===== src/rtl/core/mhpq_pkg.sv =====
`timescale 1ns / 1ps

package mhpq_pkg;

  localparam int unsigned VALUE_W = 32;
  localparam int unsigned CNT_W   = 7;

  typedef enum logic {
    OP_PUSH = 1'b0,
    OP_POP  = 1'b1
  } op_e;

  typedef enum logic [1:0] {
    ST_DONE  = 2'd0,
    ST_FULL  = 2'd1,
    ST_EMPTY = 2'd2
  } status_e;

  typedef struct packed {
    op_e                       operation;
    logic signed [VALUE_W-1:0] value;
  } in_item_t;

  typedef struct packed {
    status_e                   status;
    logic signed [VALUE_W-1:0] popped_value;
    logic signed [VALUE_W-1:0] minimum;
    logic [CNT_W-1:0]          entry_count;
    logic                      is_empty;
  } out_item_t;

  typedef struct packed {
    logic                      push;
    logic                      pop;
    logic signed [VALUE_W-1:0] value;
  } cell_cmd_t;

endpackage


===== src/rtl/core/mhpq_cell.sv =====
`timescale 1ns / 1ps

module mhpq_cell (
  input  logic                               clk_i,
  input  mhpq_pkg::cell_cmd_t                cmd_i,
  input  logic                               valid_i,
  input  logic signed [mhpq_pkg::VALUE_W-1:0] left_val_i,
  input  logic                               left_gt_i,
  input  logic signed [mhpq_pkg::VALUE_W-1:0] right_val_i,
  output logic signed [mhpq_pkg::VALUE_W-1:0] val_o,
  output logic                               gt_o
);
  import mhpq_pkg::*;

  logic signed [VALUE_W-1:0] val_q;
  logic signed [VALUE_W-1:0] val_d;

  assign gt_o  = !valid_i || (val_q > cmd_i.value);
  assign val_o = val_q;

  always_comb begin
    val_d = val_q;
    if (cmd_i.push && gt_o) begin
      val_d = left_gt_i ? left_val_i : cmd_i.value;
    end else if (cmd_i.pop) begin
      val_d = right_val_i;
    end
  end

  always_ff @(posedge clk_i) begin
    val_q <= val_d;
  end

endmodule


===== config.mk =====
export PLATFORM = sky130hd
export DESIGN_NAME = mhpq_cell
export DESIGN_NICKNAME = d
export VERILOG_FILES = /design/src/rtl/core/mhpq_pkg.sv /design/src/rtl/core/mhpq_cell.sv
export SDC_FILE = /design/constraint.sdc
export NUM_CORES = 1
export LEC_CHECK = 0
export BUFFER_PORTS_ARGS = -buffer_cell sky130_fd_sc_hd__buf_2
export CAP_MARGIN = 20
export CELL_PAD_IN_SITES_DETAIL_PLACEMENT = 2
export CELL_PAD_IN_SITES_GLOBAL_PLACEMENT = 2
export CORE_ASPECT_RATIO = 0.75
export CORE_MARGIN = 1
export CORE_UTILIZATION = 29
export DETAILED_ROUTE_END_ITERATION = 16
export PLACE_DENSITY_LB_ADDON = 0.1
export SLEW_MARGIN = 15
export SYNTH_ARGS = -nofsm -noshare
export SYNTH_HDL_FRONTEND = slang
export SYNTH_SLANG_ARGS = --single-unit
export TNS_END_PERCENT = 1

===== constraint.sdc =====
create_clock -name clk_i -period 8.1 [get_ports clk_i]
set_input_delay 0.405 -clock clk_i [delete_from_list [all_inputs] [get_ports clk_i]]
set_output_delay 0.405 -clock clk_i [all_outputs]
set_load 0.02 [all_outputs]

==> metrics.yaml, run 1 <==
status:
  outcome: "completed"
sta:
  max-slew-margin-rel: 0.343
  post-route-min-period_ps: 3520
  finalSetupTns_ps: 0
  hold_violations: 0
  min_period_over_period: 0.434
  fmax_mhz: 284
  drv_slew: 0
  setup_violations: 0
  tightest_slew_ps: 985
  finClkSkew_ps: 3.85
  rsz0062_at_grt: "false"
  layout_setup_ws_ps: 4580
final_layout:
  largest_reg_flops: 32
  fillerInstances: 984
  stdcell_count: 501
  diodes: 0
  fin_area_um2: 3560
  layout.nets: 528
  syn_to_final_growth_pct: 32.9
  drive_gt1_frac: 0.458
setup_path:
  worstSetupPathType: "flip-flop to flip-flop"
  worst-path-max-fanout: 32
  critPathRequiredTime_ps: 7990
  arrival_ps: 3410
  critPathLaunchType: "flip-flop"
  critPathCaptureType: "flip-flop"
clock_tree:
  cts_tree: "built"
  insertion_delay_ps: 270
  path_clk_slew_ps: 50
  htreeDepth: 2
  postCtsSetupBuffers: 0
  cts_resized: 0
  numCtsBuffers: 5
  cts.path.max_buffers: 2
  clock-sinks: 32
  cts_root_buf: "clkbuf_16"
  cts_hold_buf: 0
placement:
  gp_congestion: 0.678
  dpl.hpwl_mm: 6.80
  dpl_cell_area_um2: 3430
  dpl_worst_slack_ps: 4430
  port_buffers: 133
  place_inst: 496
synthesis:
  synth-warning-count: 0
  synth_nets: 396
  syn_avg_cell_area_um2: 10.2
  synth_cells: 263
  netlist_area_um2: 2680
  synth.distinct_cells: 29
  ys_ff_latch: 32
  seq_area_frac_synth: 0.359
detailed_routing:
  routedWlPerCell_um: 16.3
  drcViolationCount: 0
  antenna_left: 0
  viasPerCell: 4.89
  drt_wl_total_mm: 8.16
  drtIter0Drc: 61
  dr.pass1.iters: 4
  num_vias: 2450
flow_run:
  cap_violations: 0
floorplan:
  fp.dieW_um: 113
  die_y_um: 85.2
  rows: 29
  start_util: 0.307
  coreArea_um2: 8710
  ios: 134
  dieArea_um2: 9620
pwr:
  pwr-share-comb: 0.434
  p_leak_uw: 0.00183
  p_sw_uw: 260
  ir_drop_mv: 0.0789
  switching_share: 0.350
  p_int_uw: 484
  fin_total_pwr_uw: 744
  pwr-share-clk: 0.227
  powerDensity_nw_per_um2: 209
  seqPwrFrac: 0.340
min_path:
  worstHoldPathType: "primary input to flip-flop"
global_routing:
  grt_use_met1: 0.216
  grtUsageMet3: 0.0507
  antenna_found_initial: 1
  met2_usage: 0.305
  grt_max_degree: 64
  grtUsageTotal: 0.176
  grt_pass1_wl_mm: 13.1
  grt_pass1_vias: 2685
  top_usage_layer: "met2"
  overflow: 0
-- cells in the mapped netlist --
cell / number / area [um^2]
o21ai_1: 1 / 5.00
mux2_4: 29 / 435
ha_1: 32 / 400
nor4_1: 1 / 6.26
buf_2: 1 / 5.00
clkbuf_1: 6 / 22.5
inv_1: 35 / 131
a21o_1: 1 / 7.51
and3_4: 1 / 11.3
mux2_2: 4 / 45.0
nand3_1: 3 / 15.0
nand2b_4: 1 / 13.8
a21bo_2: 1 / 10.0
or4_4: 1 / 11.3
a21oi_1: 16 / 80.1
a2bb2oi_2: 1 / 15.0
or3_1: 1 / 6.26
nand2_1: 40 / 150
nand4_1: 8 / 50.1
o21ai_0: 35 / 175
a221oi_1: 1 / 8.76
buf_6: 3 / 33.8
o311ai_4: 1 / 26.3
nor3_1: 3 / 15.0
o211ai_1: 2 / 15.0
o21a_1: 1 / 7.51
edfxtp_1: 32 / 961
or2_2: 1 / 6.26
nor2b_1: 1 / 6.26
-- cell type report --
class	count	area, um^2	area share
clock buffers	5	125	0.0352
flip-flops and latches	32	961	0.270
multi-input cells	186	1520	0.428
inverters	35	131	0.0369
well taps	108	135	0.0380
repair buffers	135	681	0.191
-- layout by cell type (no fill, tap or decap), types with 2 or more instances in the layout --
cell       synthesis  routed
edfxtp_1          32      32
mux2_2             4       4
buf_2              1     133
nand4_1            8       8
o211ai_1           2       2
nand3_1            3       3
nor3_1             3       3
mux2_4            29      29
ha_1              32      32
clkbuf_16          0       5
buf_4              0       2
o21ai_0           35      35
inv_1             35      35
nand2_1           40      40
a21oi_1           16      16
-- logic make-up after synthesis --
logic type | after synthesis | synth area share
simple gates | 61 | 0.109
compound gates | 60 | 0.131
buf+inv | 45 | 0.0720
mux | 33 | 0.180
fa+ha+maj | 32 | 0.150
flops | 32 | 0.359
-- routing by layer --
layer	wire length, um	vias to the layer above
met5	0	-
met4	66	0
met3	583	4
met2	3780	77
met1	3730	1168
li1	-	1201
-- per-stage QoR --
| step | hold slack (ps) | utilization |
|---|---|---|
| detailed placement | 710 | 0.394 |
| global placement | 708 | 0.394 |
| global route | 430 | 0.408 |
| floorplan | 623 | - |
| CTS | 431 | 0.408 |
| finish | 434 | 0.408 |
-- power groups by stage --
stage / sequential [uW] / combinational, uW / clock [uW]
floorplan: 297 / 175 / 0
global placement: 254 / 315 / 0
detailed placement: 256 / 326 / 0
CTS: 253 / 328 / 175
global route: 257 / 353 / 181
finish: 253 / 322 / 169
-- critical path, cell delays in order (launching register included) --
cell and delay, ps:
edfxtp_1 410, ha_1 440, nand4_1 190, or4_4 580, nor3_1 230, o21ai_1 140
o311ai_4 100, buf_4 320, or2_2 710
-- final timing paths --
path,start,end,slack (ps),depth (start not counted)
max,val_o[31],val_o[6],4580,8
min,right_val_i[27],val_o[27],430,2
max reg2reg,val_o[31],val_o[6],4580,8
min reg2reg,val_o[31],val_o[27],1330,4
(Power assumes the default switching activity.)
==> run 2: changes to the inputs <==
--- a/config.mk
+++ b/config.mk
@@ -11,7 +11,7 @@
 export CELL_PAD_IN_SITES_GLOBAL_PLACEMENT = 2
 export CORE_ASPECT_RATIO = 0.75
 export CORE_MARGIN = 1
-export CORE_UTILIZATION = 29
+export CORE_UTILIZATION = 24
 export DETAILED_ROUTE_END_ITERATION = 16
 export PLACE_DENSITY_LB_ADDON = 0.1
 export SLEW_MARGIN = 15
==> constraint.sdc (replaced) <==
create_clock -name clk_i -period 3.2 [get_ports clk_i]
set_input_delay 0.16 -clock clk_i [delete_from_list [all_inputs] [get_ports clk_i]]
set_output_delay 0.16 -clock clk_i [all_outputs]
set_load 0.02 [all_outputs]
==> run 2 against run 1 <==
Total power rose to 2.6 times the previous value; worst setup slack lost 4400 ps; register-to-register slack worse by 4400 ps; utilization fell by 6.1 points; critical endpoint is now val_o[15]; combinational power increased to 2.6 times the previous value.
==> metrics.yaml, run 2 (same netlist as run 1, synthesis figures left out) <==
status:
  outcome: "completed"
setup_path:
  r2r_setup_slack_ps: 210
  worstSetupPathType: "flip-flop to flip-flop"
  rr_worst_depth: 9
  r2r_start: "val_o[30]"
  critPathRequiredTime_ps: 3230
  critPathCaptureType: "flip-flop"
  crit_start: "val_o[30]"
  arrival_ps: 3020
  timing.rr.end: "val_o[15]"
  worst-path-max-fanout: 13
  critPathLaunchType: "flip-flop"
clock_tree:
  htreeDepth: 2
  cts_hold_buf: 0
  cts_tree: "built"
  cts_resized: 0
  numCtsBuffers: 5
  postCtsSetupBuffers: 0
  cts_root_buf: "clkbuf_16"
  insertion_delay_ps: 280
  cts.path.max_buffers: 2
  clock-sinks: 32
  path_clk_slew_ps: 60
sta:
  hold_violations: 0
  setup_violations: 0
  finClkSkew_ps: 5.49
  max-slew-margin-rel: 0.521
  finalSetupTns_ps: 0
  rsz0062_at_grt: "false"
  min_period_over_period: 0.934
  fmax_mhz: 335
  tightest_slew_ps: 718
  hold_ws_ps: 182
  drv_slew: 0
  post-route-min-period_ps: 2990
global_routing:
  grt_pass1_vias: 2668
  overflow: 0
  grt_max_degree: 43
  grt_pass1_wl_mm: 13.4
  antenna_found_initial: 0
  grtUsageTotal: 0.155
final_layout:
  layout_common_cells: "buf_2, nand2_1, inv_1, o21ai_0"
  drive_gt1_frac: 0.463
  fillerInstances: 1210
  multi_input_area_um2: 1530
  syn_to_final_growth_pct: 37.3
  regArea_um2: 961
  diodes: 0
  final_common_cell: "buf_2"
  layout.nets: 534
  largest_reg_flops: 32
  stdcell_count: 538
pwr:
  pwr-share-clk: 0.239
  pwr-share-comb: 0.433
  switching_share: 0.353
  p_leak_uw: 0.00188
  powerDensity_nw_per_um2: 528
  fin_total_pwr_uw: 1940
  seqPwrFrac: 0.328
  p_int_uw: 1260
  ir_drop_mv: 0.201
  p_sw_uw: 686
placement:
  place_inst: 530
  port_buffers: 133
  dpl.hpwl_mm: 7.11
  gp_congestion: 0.732
floorplan:
  coreArea_um2: 10600
  ios: 134
  rows: 32
  die_y_um: 93.5
  start_util: 0.253
  fp.dieW_um: 124
  dieArea_um2: 11600
min_path:
  min_to: "val_o[22]"
  min_path_cells: 2
  worstHoldPathType: "primary input to flip-flop"
  min_from: "right_val_i[22]"
flow_run:
  cap_violations: 0
detailed_routing:
  antenna_left: 0
  drtIter0Drc: 50
  dr.pass1.iters: 4
  routedWlPerCell_um: 16.0
  viasPerCell: 4.56
  drcViolationCount: 0
  drt_wl_total_mm: 8.63
  num_vias: 2454
-- run 2: cell types whose count changed in the layout (fill, tap and decap cells not counted), sizes merged --
cell    change
clkbuf      +2
buf         +6
clkinv      +1
-- run 2: power by group through the flow --
stage	sequential (uW)	clock, uW	combinational, uW
final	637	464	840
after global routing	650	497	930
after CTS	640	481	859
after detailed placement	648	0	854
after global placement	643	0	836
after floorplan	751	0	445
-- run 2: area by class of cell --
class / count / share of cell area
multi-input cells: 186 / 0.415
clock inverters: 1 / 0.00102
flip-flops and latches: 32 / 0.261
repair buffers: 141 / 0.204
clock buffers: 7 / 0.0361
well taps: 136 / 0.0463
inverters: 35 / 0.0358
-- run 2: how the worst max path moves through the flow --
stage | end | slack (ps)
global placement | val_o[12] | 300
finish | val_o[15] | 210
detailed placement | val_o[18] | 200
global route | val_o[18] | 80
floorplan | val_o[0] | 110
CTS | val_o[18] | 200
-- run 2: metal layers --
metal | wire length (um) | track usage | part of all wire | vias up
met5 | 0 | 0 | 0 | -
met3 | 572 | 0.0402 | 0.066 | 4
li1 | - | - | - | 1216
met2 | 3990 | 0.263 | 0.46 | 71
met4 | 71 | 0.0387 | 0.0082 | 0
met1 | 3990 | 0.193 | 0.46 | 1163
-- run 2: through the flow --
| step | setup WS, ps | util | cell area [um^2] |
|---|---|---|---|
| floorplan | 106 | - | 2680 |
| global placement | 295 | 0.335 | 3540 |
| detailed placement | 203 | 0.335 | 3540 |
| CTS | 199 | 0.348 | 3670 |
| global route | 79.9 | 0.348 | 3670 |
| finish | 212 | 0.348 | 3670 |
-- run 2: critical path, stage by stage (launching register included) --
cell	delay [ps]
edfxtp_1	380
ha_1	340
nand4_1	190
or4_4	590
nand2b_4	160
and3_4	180
o21ai_1	150
o311ai_4	170
buf_4	250
mux2_4	320
==> run 3: changes to the inputs <==
--- a/config.mk
+++ b/config.mk
@@ -5,15 +5,14 @@
 export SDC_FILE = /design/constraint.sdc
 export NUM_CORES = 1
 export LEC_CHECK = 0
+export ABC_AREA = 1
 export BUFFER_PORTS_ARGS = -buffer_cell sky130_fd_sc_hd__buf_2
 export CAP_MARGIN = 20
-export CELL_PAD_IN_SITES_DETAIL_PLACEMENT = 2
-export CELL_PAD_IN_SITES_GLOBAL_PLACEMENT = 2
 export CORE_ASPECT_RATIO = 0.75
 export CORE_MARGIN = 1
-export CORE_UTILIZATION = 24
+export CORE_UTILIZATION = 42
 export DETAILED_ROUTE_END_ITERATION = 16
-export PLACE_DENSITY_LB_ADDON = 0.1
+export PLACE_DENSITY = 0.77
 export SLEW_MARGIN = 15
 export SYNTH_ARGS = -nofsm -noshare
 export SYNTH_HDL_FRONTEND = slang
==> run 3 against run 2 <==
Synthesized cell count rose by 37%; fmax increased by 10%; non-clock buffer count is 5 lower; highest routed layer unchanged.
==> metrics.yaml, run 3 <==
final_layout:
  largest_reg_flops: 32
  diodes: 0
  layout_common_cells: "nand2_1, buf_2, inv_1"
  final_common_cell: "nand2_1"
  fillerInstances: 580
  layout.nets: 619
  drive_gt1_frac: 0.302
  syn_to_final_growth_pct: 28.8
clock_tree:
  insertion_delay_ps: 280
  htreeDepth: 2
  path_clk_slew_ps: 70
  postCtsSetupBuffers: 0
  numCtsBuffers: 5
  cts.path.max_buffers: 2
  clock-sinks: 32
  cts_tree: "built"
  cts_resized: 0
  cts_hold_buf: 0
  cts_root_buf: "clkbuf_8"
floorplan:
  dieArea_um2: 6670
  start_util: 0.446
  ios: 134
  die_y_um: 71
  rows: 24
  coreArea_um2: 5980
  fp.dieW_um: 94
synthesis:
  ys_ff_latch: 32
  yosysTopAreaCell: "edfxtp_1"
  synth_cells: 360
  synth_ff_type: "edfxtp_1"
  synthArstFlopShare: 0
  synth_common_cells: "nand2_1, inv_1, nand3_1, o21ai_0"
  synthTopCellsByArea: "edfxtp_1, nand2_1, ha_1, nand3_1, o21ai_0"
  synth.distinct_cells: 20
  synth-warning-count: 0
  synth-edff-count: 32
  synth_most_common_cell: "nand2_1"
  synth_top_cell_area_share: 0.360
  seq_area_frac_synth: 0.360
  netlist_area_um2: 2670
  synth_nets: 493
  syn_avg_cell_area_um2: 7.41
setup_path:
  arrival_ps: 2550
  critPathSlowestCell: "edfxtp_1"
  max_stage_delay_ps: 410
  worst-path-max-fanout: 33
  critPathRequiredTime_ps: 3040
  critPathMostFrequentCell: "nand2_1"
  worstSetupPathType: "flip-flop to output port"
  cp_top_family: "simple AND/OR/NAND/NOR gates"
  path_cells: "ha_1 > nand2_1 > nor2_2 > nand2_1 > nor3b_2 > nand2_1 > nand3_1 > nand3_2 > nand2_4 > buf_4 > buf_2"
  critPathCaptureType: "output port"
  crit_buf_inv: 2
  r2r_setup_slack_ps: 490
  critPathLaunchType: "flip-flop"
global_routing:
  grt_max_degree: 64
  grt_pass1_vias: 2645
  antenna_found_initial: 0
  grtUsageTotal: 0.222
  overflow: 0
  grt_pass1_wl_mm: 11.6
detailed_routing:
  routedWlPerCell_um: 12.7
  viasPerCell: 4.92
  drcViolationCount: 0
  antenna_left: 0
  dr.pass1.iters: 6
  num_vias: 2779
  drtIter0Drc: 138
  drt_wl_total_mm: 7.20
flow_run:
  cap_violations: 0
placement:
  gp_congestion: 0.915
  port_buffers: 133
  dpl.hpwl_mm: 5.43
sta:
  finClkSkew_ps: 3.36
  hold_violations: 0
  fmax_mhz: 369
  min_period_over_period: 0.847
  post-route-min-period_ps: 2710
  max-slew-margin-rel: 0.353
  setup_violations: 0
  drv_slew: 0
  rsz0062_at_grt: "false"
  finalSetupTns_ps: 0
  tightest_slew_ps: 971
min_path:
  worstHoldPathType: "primary input to flip-flop"
pwr:
  fin_total_pwr_uw: 1480
  powerDensity_nw_per_um2: 432
  ir_drop_mv: 0.203
  p_leak_uw: 0.00195
status:
  outcome: "completed"
[run 3: power by group]
| part | total (uW) | switching [uW] | internal (uW) |
|---|---|---|---|
| Combinational | 597 | 374 | 223 |
| Sequential | 590 | 37.7 | 552 |
| Clock | 296 | 145 | 151 |
| Total | 1480 | 556 | 926 |
[run 3: worst reg2reg max path, cell delays in order (launching register included)]
cell and delay [ps]:
edfxtp_1 410, ha_1 380, nand2_1 100, nor2_2 130, nand2_1 120, nor3b_2 190, nand2_1 90, nand3_1 90
nand3_2 100, nand2_4 80, nand2_4 220, nand2_1 190, buf_4 300
[run 3: cell type report]
| cell class | count | area (um^2) | area share |
|---|---|---|---|
| Clock buffer | 7 | 76.3 | 0.0222 |
| Clock inverter | 1 | 3.75 | 0.00109 |
| Inverter | 42 | 158 | 0.0459 |
| Multi-Input combinational cell | 269 | 1450 | 0.422 |
| Sequential cell | 32 | 961 | 0.280 |
| Tap cell | 78 | 97.6 | 0.0284 |
| Timing Repair Buffer | 136 | 688 | 0.200 |
[run 3: worst paths after layout]
kind	endpoint	startpoint	cells past startpoint
worst max-delay path	gt_o	val_o[31]	11
worst min-delay path	val_o[9]	right_val_i[9]	3
worst max register to register	val_o[7]	val_o[31]	12
worst min register to register	val_o[26]	val_o[31]	7
[run 3: per-stage QoR]
stage	worst slack, ps	util	hold slack (ps)	instance area, um^2	instances
after floorplan	271	-	339	2670	360
after global placement	614	0.561	426	3350	557
after detailed placement	508	0.561	430	3350	557
after CTS	491	0.575	137	3430	565
after global routing	296	0.575	139	3430	565
final	490	0.575	141	3430	565
[run 3: kinds of logic after synthesis]
group                    count (synthesis)  synth area share
AND/OR/NAND/NOR                        186             0.292
flip-flops                              32             0.360
AO/OA/AOI/OAI                           50            0.0967
multiplexers                             1           0.00422
adder cells (fa/ha/maj)                 32             0.150
buffers and inverters                   59            0.0962
[run 3: metal layers]
metal | wire, um | share of wire | vias up | global-route usage
li1 | - | - | 1432 | -
met1 | 3180 | 0.44 | 1233 | 0.289
met2 | 3430 | 0.48 | 102 | 0.376
met3 | 482 | 0.067 | 12 | 0.0409
met4 | 108 | 0.015 | 0 | 0.0701
met5 | 0 | 0 | - | 0
